**src/rtl/spre_pkg.sv**
```systemverilog
// Shared types, constants and the sequencer microprogram of the relaxation engine.
`timescale 1ns / 1ps
`default_nettype none

package spre_pkg;

    // Default sizes, handed to the top level parameters
    localparam int MAX_VERTICES_DEF = 64;
    localparam int MAX_EDGES_DEF    = 256;
    localparam int WEIGHT_BITS_DEF  = 16;

    // Fixed port field widths
    localparam int VERTEX_W   = 6;
    localparam int WEIGHT_W   = 16;
    localparam int DIST_OUT_W = 32;
    localparam int VCOUNT_W   = 7;

    // Configuration port
    localparam int CFG_IDX_W  = 2;
    localparam int CFG_DATA_W = 7;
    localparam logic [CFG_IDX_W-1:0] CFG_VERTEX_COUNT = 2'd0;
    localparam logic [CFG_IDX_W-1:0] CFG_START_VERTEX = 2'd1;
    localparam logic [VCOUNT_W-1:0]  VERTEX_COUNT_RST = 7'd64;
    localparam logic [VERTEX_W-1:0]  START_VERTEX_RST = 6'd0;

    // Input beat: one directed edge
    typedef struct packed {
        logic [VERTEX_W-1:0]        edge_from;
        logic [VERTEX_W-1:0]        edge_to;
        logic signed [WEIGHT_W-1:0] edge_weight;
        logic                       final_edge;
    } t_in_beat;

    // Output beat: one vertex result or the negative-cycle flag
    typedef struct packed {
        logic [VERTEX_W-1:0]          vertex_index;
        logic signed [DIST_OUT_W-1:0] path_distance;
        logic                         reachable;
        logic                         negative_cycle;
        logic                         last_result;
    } t_out_beat;

    // Microprogram step addresses
    localparam int UPC_W = 4;
    localparam logic [UPC_W-1:0] S_IDLE     = 4'd0;
    localparam logic [UPC_W-1:0] S_INIT     = 4'd1;
    localparam logic [UPC_W-1:0] S_EDGE_RD  = 4'd2;
    localparam logic [UPC_W-1:0] S_DIST_RD  = 4'd3;
    localparam logic [UPC_W-1:0] S_RELAX    = 4'd4;
    localparam logic [UPC_W-1:0] S_PASS_END = 4'd5;
    localparam logic [UPC_W-1:0] S_OUT_RD   = 4'd6;
    localparam logic [UPC_W-1:0] S_OUT_WR   = 4'd7;
    localparam logic [UPC_W-1:0] S_OUT_NEXT = 4'd8;
    localparam logic [UPC_W-1:0] S_NEG      = 4'd9;
    localparam logic [UPC_W-1:0] S_LAST     = S_NEG;

    // Datapath strobes carried in each control word
    typedef struct packed {
        logic in_open;       // input channel open, edges stored
        logic init;          // set up distances for a run
        logic edge_rd;       // fetch edge at the edge pointer
        logic dist_rd_edge;  // fetch distances of the fetched edge ends
        logic relax;         // test relaxation of the fetched edge, apply it outside the check pass
        logic pass_end;      // rewind edge pointer, count the pass
        logic dist_rd_vtx;   // fetch distance of the result vertex
        logic out_dist;      // load a distance result beat
        logic out_neg;       // load the negative-cycle beat
        logic clr_edges;     // empty the edge store
    } t_ctl;

    // Jump condition select
    typedef enum logic [2:0] {
        C_NEVER      = 3'd0,
        C_NO_START   = 3'd1,
        C_EDGES_DONE = 3'd2,
        C_CYCLE_HIT  = 3'd3,
        C_CHECKING   = 3'd4,
        C_OUT_BUSY   = 3'd5,
        C_VTX_DONE   = 3'd6
    } t_cond_sel;

    // Status from the datapath that the jumps test
    typedef struct packed {
        logic start;
        logic edges_done;
        logic cycle_hit;
        logic checking;
        logic out_busy;
        logic vtx_done;
    } t_flags;

    // One control word: strobes, condition, target if taken, target if not
    typedef struct packed {
        t_ctl             ctl;
        t_cond_sel        cond;
        logic [UPC_W-1:0] jt;
        logic [UPC_W-1:0] jf;
    } t_uword;

    // Microprogram ROM
    function automatic t_uword ucode(input logic [UPC_W-1:0] addr);
        t_uword w;
        w = '0;
        w.cond = C_NEVER;
        case (addr)
            S_IDLE: begin
                w.ctl.in_open = 1'b1;
                w.cond = C_NO_START;
                w.jt = S_IDLE;
                w.jf = S_INIT;
            end
            S_INIT: begin
                w.ctl.init = 1'b1;
                w.jf = S_EDGE_RD;
            end
            S_EDGE_RD: begin
                w.ctl.edge_rd = 1'b1;
                w.cond = C_EDGES_DONE;
                w.jt = S_PASS_END;
                w.jf = S_DIST_RD;
            end
            S_DIST_RD: begin
                w.ctl.dist_rd_edge = 1'b1;
                w.jf = S_RELAX;
            end
            S_RELAX: begin
                w.ctl.relax = 1'b1;
                w.cond = C_CYCLE_HIT;
                w.jt = S_NEG;
                w.jf = S_EDGE_RD;
            end
            S_PASS_END: begin
                w.ctl.pass_end = 1'b1;
                w.cond = C_CHECKING;
                w.jt = S_OUT_RD;
                w.jf = S_EDGE_RD;
            end
            S_OUT_RD: begin
                w.ctl.dist_rd_vtx = 1'b1;
                w.ctl.clr_edges = 1'b1;
                w.jf = S_OUT_WR;
            end
            S_OUT_WR: begin
                w.ctl.out_dist = 1'b1;
                w.cond = C_OUT_BUSY;
                w.jt = S_OUT_WR;
                w.jf = S_OUT_NEXT;
            end
            S_OUT_NEXT: begin
                w.cond = C_VTX_DONE;
                w.jt = S_IDLE;
                w.jf = S_OUT_RD;
            end
            S_NEG: begin
                w.ctl.out_neg = 1'b1;
                w.ctl.clr_edges = 1'b1;
                w.cond = C_OUT_BUSY;
                w.jt = S_NEG;
                w.jf = S_IDLE;
            end
            default: begin
                w.jf = S_IDLE;
            end
        endcase
        return w;
    endfunction

endpackage

`default_nettype wire

```
**src/rtl/spre_seq.sv**
```systemverilog
// Microprogram sequencer: step counter, control ROM and conditional jumps.
`timescale 1ns / 1ps
`default_nettype none

module spre_seq (
    input  wire logic            i_clk,
    input  wire logic            i_rst_n,
    input  wire spre_pkg::t_flags i_flags,
    output spre_pkg::t_ctl       o_ctl
);

    logic [spre_pkg::UPC_W-1:0] r_upc;
    logic [spre_pkg::UPC_W-1:0] n_upc;
    spre_pkg::t_uword           word;
    logic                       taken;

    assign word = spre_pkg::ucode(r_upc);

    // Condition select
    always_comb begin
        case (word.cond)
            spre_pkg::C_NEVER:      taken = 1'b0;
            spre_pkg::C_NO_START:   taken = !i_flags.start;
            spre_pkg::C_EDGES_DONE: taken = i_flags.edges_done;
            spre_pkg::C_CYCLE_HIT:  taken = i_flags.cycle_hit;
            spre_pkg::C_CHECKING:   taken = i_flags.checking;
            spre_pkg::C_OUT_BUSY:   taken = i_flags.out_busy;
            spre_pkg::C_VTX_DONE:   taken = i_flags.vtx_done;
            default:                taken = 1'b0;
        endcase
        n_upc = taken ? word.jt : word.jf;
    end

    // Step counter
    always_ff @(posedge i_clk) begin
        if (!i_rst_n) begin
            r_upc <= spre_pkg::S_IDLE;
        end else begin
            r_upc <= n_upc;
        end
    end

    assign o_ctl = word.ctl;

endmodule

`default_nettype wire

```
**config.mk**
```make
export PLATFORM = sky130hd
export DESIGN_NAME = spre_seq
export DESIGN_NICKNAME = d
export VERILOG_FILES = /design/src/rtl/spre_pkg.sv /design/src/rtl/spre_seq.sv
export SDC_FILE = /design/constraint.sdc
export NUM_CORES = 1
export LEC_CHECK = 0
export BUFFER_PORTS_ARGS = -buffer_cell sky130_fd_sc_hd__buf_4
export CORE_AREA = 4 4 41 43
export DETAILED_ROUTE_END_ITERATION = 8
export DIE_AREA = 0 0 45 47
export GPL_ROUTABILITY_DRIVEN = 0
export GPL_TIMING_DRIVEN = 0
export PLACE_DENSITY = 0.58
export SLEW_MARGIN = 10
export SYNTH_ARGS = -nofsm -noshare
export SYNTH_HDL_FRONTEND = slang
export SYNTH_SLANG_ARGS = --single-unit
```
**constraint.sdc**
```tcl
create_clock -name i_clk -period 2.1 [get_ports i_clk]
set_input_delay 0.315 -clock i_clk [delete_from_list [all_inputs] [get_ports i_clk]]
set_output_delay 0.315 -clock i_clk [all_outputs]
set_load 0.02 [all_outputs]
```
==> results summary <==
The leftover overflow at the end of global routing is 0. The final period utilization came out at 88.79%. The met3 track demand over resource in global routing came out at 4.981%.

The maximum clock skew at final layout is 2.639 ps. The number of setup buffers added after CTS is 0. The number of inserted diodes is 0. The number of resized instances in the post-cts repair step came out at 0. Counting flops per register, the top entry is r_upc. The number of antenna-violating nets in the routed design came out at 0. At the worst endpoint, the required time is 2220 ps.

The library cell with the largest summed area after synthesis is sky130_fd_sc_hd__dfxtp_1. The initial core utilization came out at 33.75%. Cells with a size suffix above 1 make up 34.62% of the layout. The worst-path cell with the longest stage delay is sky130_fd_sc_hd__dfxtp_1. In the post-synthesis netlist, the cell with the most instances is sky130_fd_sc_hd__nor2_1. In the final layout, the registers with the most flip-flops are r_upc: 4 flops. The layer flagged by global routing as most heavily used is met2.

Ranked by instance count, the synthesized netlist is headed by 8 x sky130_fd_sc_hd__nor2_1, 7 x sky130_fd_sc_hd__nor3_1, 4 x sky130_fd_sc_hd__dfxtp_1, 4 x sky130_fd_sc_hd__nand2_1, 4 x sky130_fd_sc_hd__nand2b_1. The total track usage came out at 13.59%. The overall die height is 47 um.

The detailed-route wire length per cell came out at 12.52 um. The largest driver fanout on the critical path came out at 10. The post-synth design cell area came out at 439.2 um^2. The number of max-slew violations in the final report came to 0.

The synthesis-to-finish area growth came out at 38.75%. The HPWL after detailed placement is 898.4 um. For this block, the routed nets add up to 1164 um of wire. The sequential cell area is 80.08 um^2. Detailed routing inserted a total of 506 vias. The endpoint identified for the worst register-to-register timing path is r_upc[1]$_SDFF_PN0_. The maximum vdd drop is 0.0006218 V. The worst hold path cell count came out at 2.

The number of CTS-inserted buffers came out at 3. The final-stage net count is 88. The TritonCTS clock tree is yes. The floorplan die width is 45 um. The count of warnings emitted by yosys is 0. The slew of the pin with the lowest slew margin came out at 412.3 ps. The sequential area share after synthesis came out at 18.23%. On the critical path the largest part of the delay comes from compound AO/OA/AOI/OAI gates. The worst max-slew margin expressed relative to the limit is 72.51%.

The area share of the largest cell type after synthesis is 18.23%. The number of clock sinks is 4. Across all register-to-register paths, the minimum setup slack is 240 ps.

After detailed routing, the number of vias per cell comes to 5.441. The register bit total from synthesis came out at 4. The die area is 0.002115 mm^2.

The run finished with clean final reports. The post-cts hold buffer count is 0. Counting both buffers and inverters, the worst setup path holds a total of 1. For this run, design rule violations remaining after detail routing come to 0.

The fraction of met1 tracks used by global routing is 17.27%. The leakage power figure is 0.2652 nW. For this run, global-route usage on met2 was measured as 20.34%.

Setup repair after global routing left no endpoint under its margin. For the final routed database, the setup TNS stands at 0 ps. The total area inside the core boundary comes to 0.001301 mm^2. The wire length of the first global-routing pass came out at 2111 um. The logic depth of the worst register-to-register path is 6.

The count of fill cells added during filler insertion came out at 150. After the first detailed-routing iteration, the DRC count stood at 15. The iteration count of the initial detailed-routing pass is 4. The via count of the first global-routing pass was 526. The synthesized design contains 0 enable-type register cells.

The worst endpoint data arrival time is 1990 ps. Entering global routing, the biggest net connects 11 pins. For this run, the leading register cell type out of synthesis is sky130_fd_sc_hd__dfxtp_1.

The shortest period the worst path allows is 1865 ps. The net count after synthesis is 66. During placement, the flow inserted port buffers numbering 17. The area of the multi-input gates is 329.1 um^2. CTS built an H-tree with a depth of 1. In this run the power density over the cells is 1007 mW/mm^2.

After synthesis, the cell types taking the most area are sky130_fd_sc_hd__dfxtp_1 18%, sky130_fd_sc_hd__nor3_1 8.0%, sky130_fd_sc_hd__nor2_1 6.8%, sky130_fd_sc_hd__a311oi_4 6.0%, sky130_fd_sc_hd__nand2b_1 5.7%. The cell area after placement came out at 585.6 um^2. The maximum single-stage delay on the critical path came out at 370 ps.

The count of endpoints failing hold in the final timing report is 0. The worst setup path is captured at a register. The beginning of the worst register-to-register path is r_upc[3]$_SDFF_PN0_.

Synthesis instantiated 29 different standard cells from the library. The startpoint identified for the worst hold timing path is i_rst_n. The worst setup path is launched from a register.

The maximum clock frequency came out at 536.3 MHz. The later pin in the worst-skew pair is clocked with a latency of 230 ps. The critical path goes through buf_4 -> nor3_1 -> a32o_2 -> a311oi_4 -> mux2_1 -> o211a_1. The cell area after layout is 609.3 um^2.

The number of top-level design ports came out at 18. After technology mapping, the gate count stands at 58. The row count is 13. The maximum count of clock buffers along a single path came out at 2. The share of async-settable or async-resettable flops after synthesis is 0%. The average cell area after synthesis came out at 7.572 um^2. The number of antenna violations at the first check in global routing came out at 0. Across the run, the number of max-cap violations was 0. In this run the clock root is driven by a sky130_fd_sc_hd__clkbuf_4.

The final count of negative-setup-slack endpoints is 0. The critical path is of the register to register type. The flip-flop count of the largest register, all copies and words added came out at 4. The tightest min-delay check is of the input port to register type. For hold timing, the worst endpoint is r_upc[3]$_SDFF_PN0_.

The clock slew seen by the registers of the worst setup and hold paths is 40 ps.
[power by group]
part / internal, mW / total [mW] / leakage, nW / switching (mW)
clock network: 0.0638 / 0.0940 / 0.0138 / 0.0301
logic: 0.178 / 0.394 / 0.219 / 0.216
registers: 0.0949 / 0.126 / 0.0327 / 0.0309
[final cells by class]
type                    count  share of cell area (%)
clock buffers               3                   3.696
multi-input cells          48                   54.00
well taps                  15                   3.080
inverters                   2                   1.232
plain buffers               4                   3.901
flip-flops and latches      4                   13.14
repair buffers             17                   20.94
[worst max path at each step]
stage | cells past startpoint | to | startpoint | slack, ps
floorplan | 3 | o_ctl[8] | r_upc[0]$_SDFF_PN0_ | 430
global placement | 6 | r_upc[1]$_SDFF_PN0_ | r_upc[3]$_SDFF_PN0_ | 230
detailed placement | 6 | r_upc[1]$_SDFF_PN0_ | r_upc[3]$_SDFF_PN0_ | 240
CTS | 4 | o_ctl[2] | r_upc[0]$_SDFF_PN0_ | 120
global route | 6 | r_upc[1]$_SDFF_PN0_ | r_upc[3]$_SDFF_PN0_ | 130
finish | 6 | r_upc[1]$_SDFF_PN0_ | r_upc[3]$_SDFF_PN0_ | 240
[cell families (layout without fill, tap and decap cells)]
family          after synthesis  count (layout)  synth area share (%)
compound gates               13              13                 26.78
xor+xnor                      1               1                 1.995
buf+inv                       6              26                 6.838
flops                         4               4                 18.23
mux                           4               4                 9.686
simple gates                 30              30                 36.47
[cell usage in the layout (no fill, tap or decap), types with 2 or more instances in the layout]
cell	netlist	final
sky130_fd_sc_hd__buf_4	2	19
sky130_fd_sc_hd__nor2_1	8	8
sky130_fd_sc_hd__nor3_1	7	7
sky130_fd_sc_hd__nand2_1	4	4
sky130_fd_sc_hd__nand2b_1	4	4
sky130_fd_sc_hd__dfxtp_1	4	4
sky130_fd_sc_hd__a21oi_1	3	3
sky130_fd_sc_hd__clkbuf_4	0	3
sky130_fd_sc_hd__inv_1	2	2
sky130_fd_sc_hd__mux2i_1	2	2
sky130_fd_sc_hd__nor2b_1	2	2
[per-stage QoR]
step                      hold slack, ps  power, mW  std cells  util [%]  setup slack (ps)
after floorplan                    442.9     0.4040         58         -             432.6
after global placement             581.3     0.5186         90     45.00             227.8
after detailed placement           579.7     0.5175         90     45.00             244.8
after CTS                          336.1     0.6154         93     46.73             122.2
after global routing               355.5     0.6678         93     46.83             130.7
final                              341.4     0.6136         93     46.83             235.3
[per-layer routing]
metal | up-vias | share of wire [%]
li1 | 255 | -
met1 | 233 | 48
met2 | 16 | 43
met3 | 2 | 7.0
met4 | 0 | 1.0
met5 | - | 0
[worst reg2reg max path, cell delays in order (launching register included)]
cell and delay (ps):
sky130_fd_sc_hd__dfxtp_1 370, sky130_fd_sc_hd__buf_4 190, sky130_fd_sc_hd__nor3_1 70, sky130_fd_sc_hd__a32o_2 290
sky130_fd_sc_hd__a311oi_4 330, sky130_fd_sc_hd__mux2_1 370, sky130_fd_sc_hd__o211a_1 130
No activity file was read; power rests on OpenSTA's default activity.
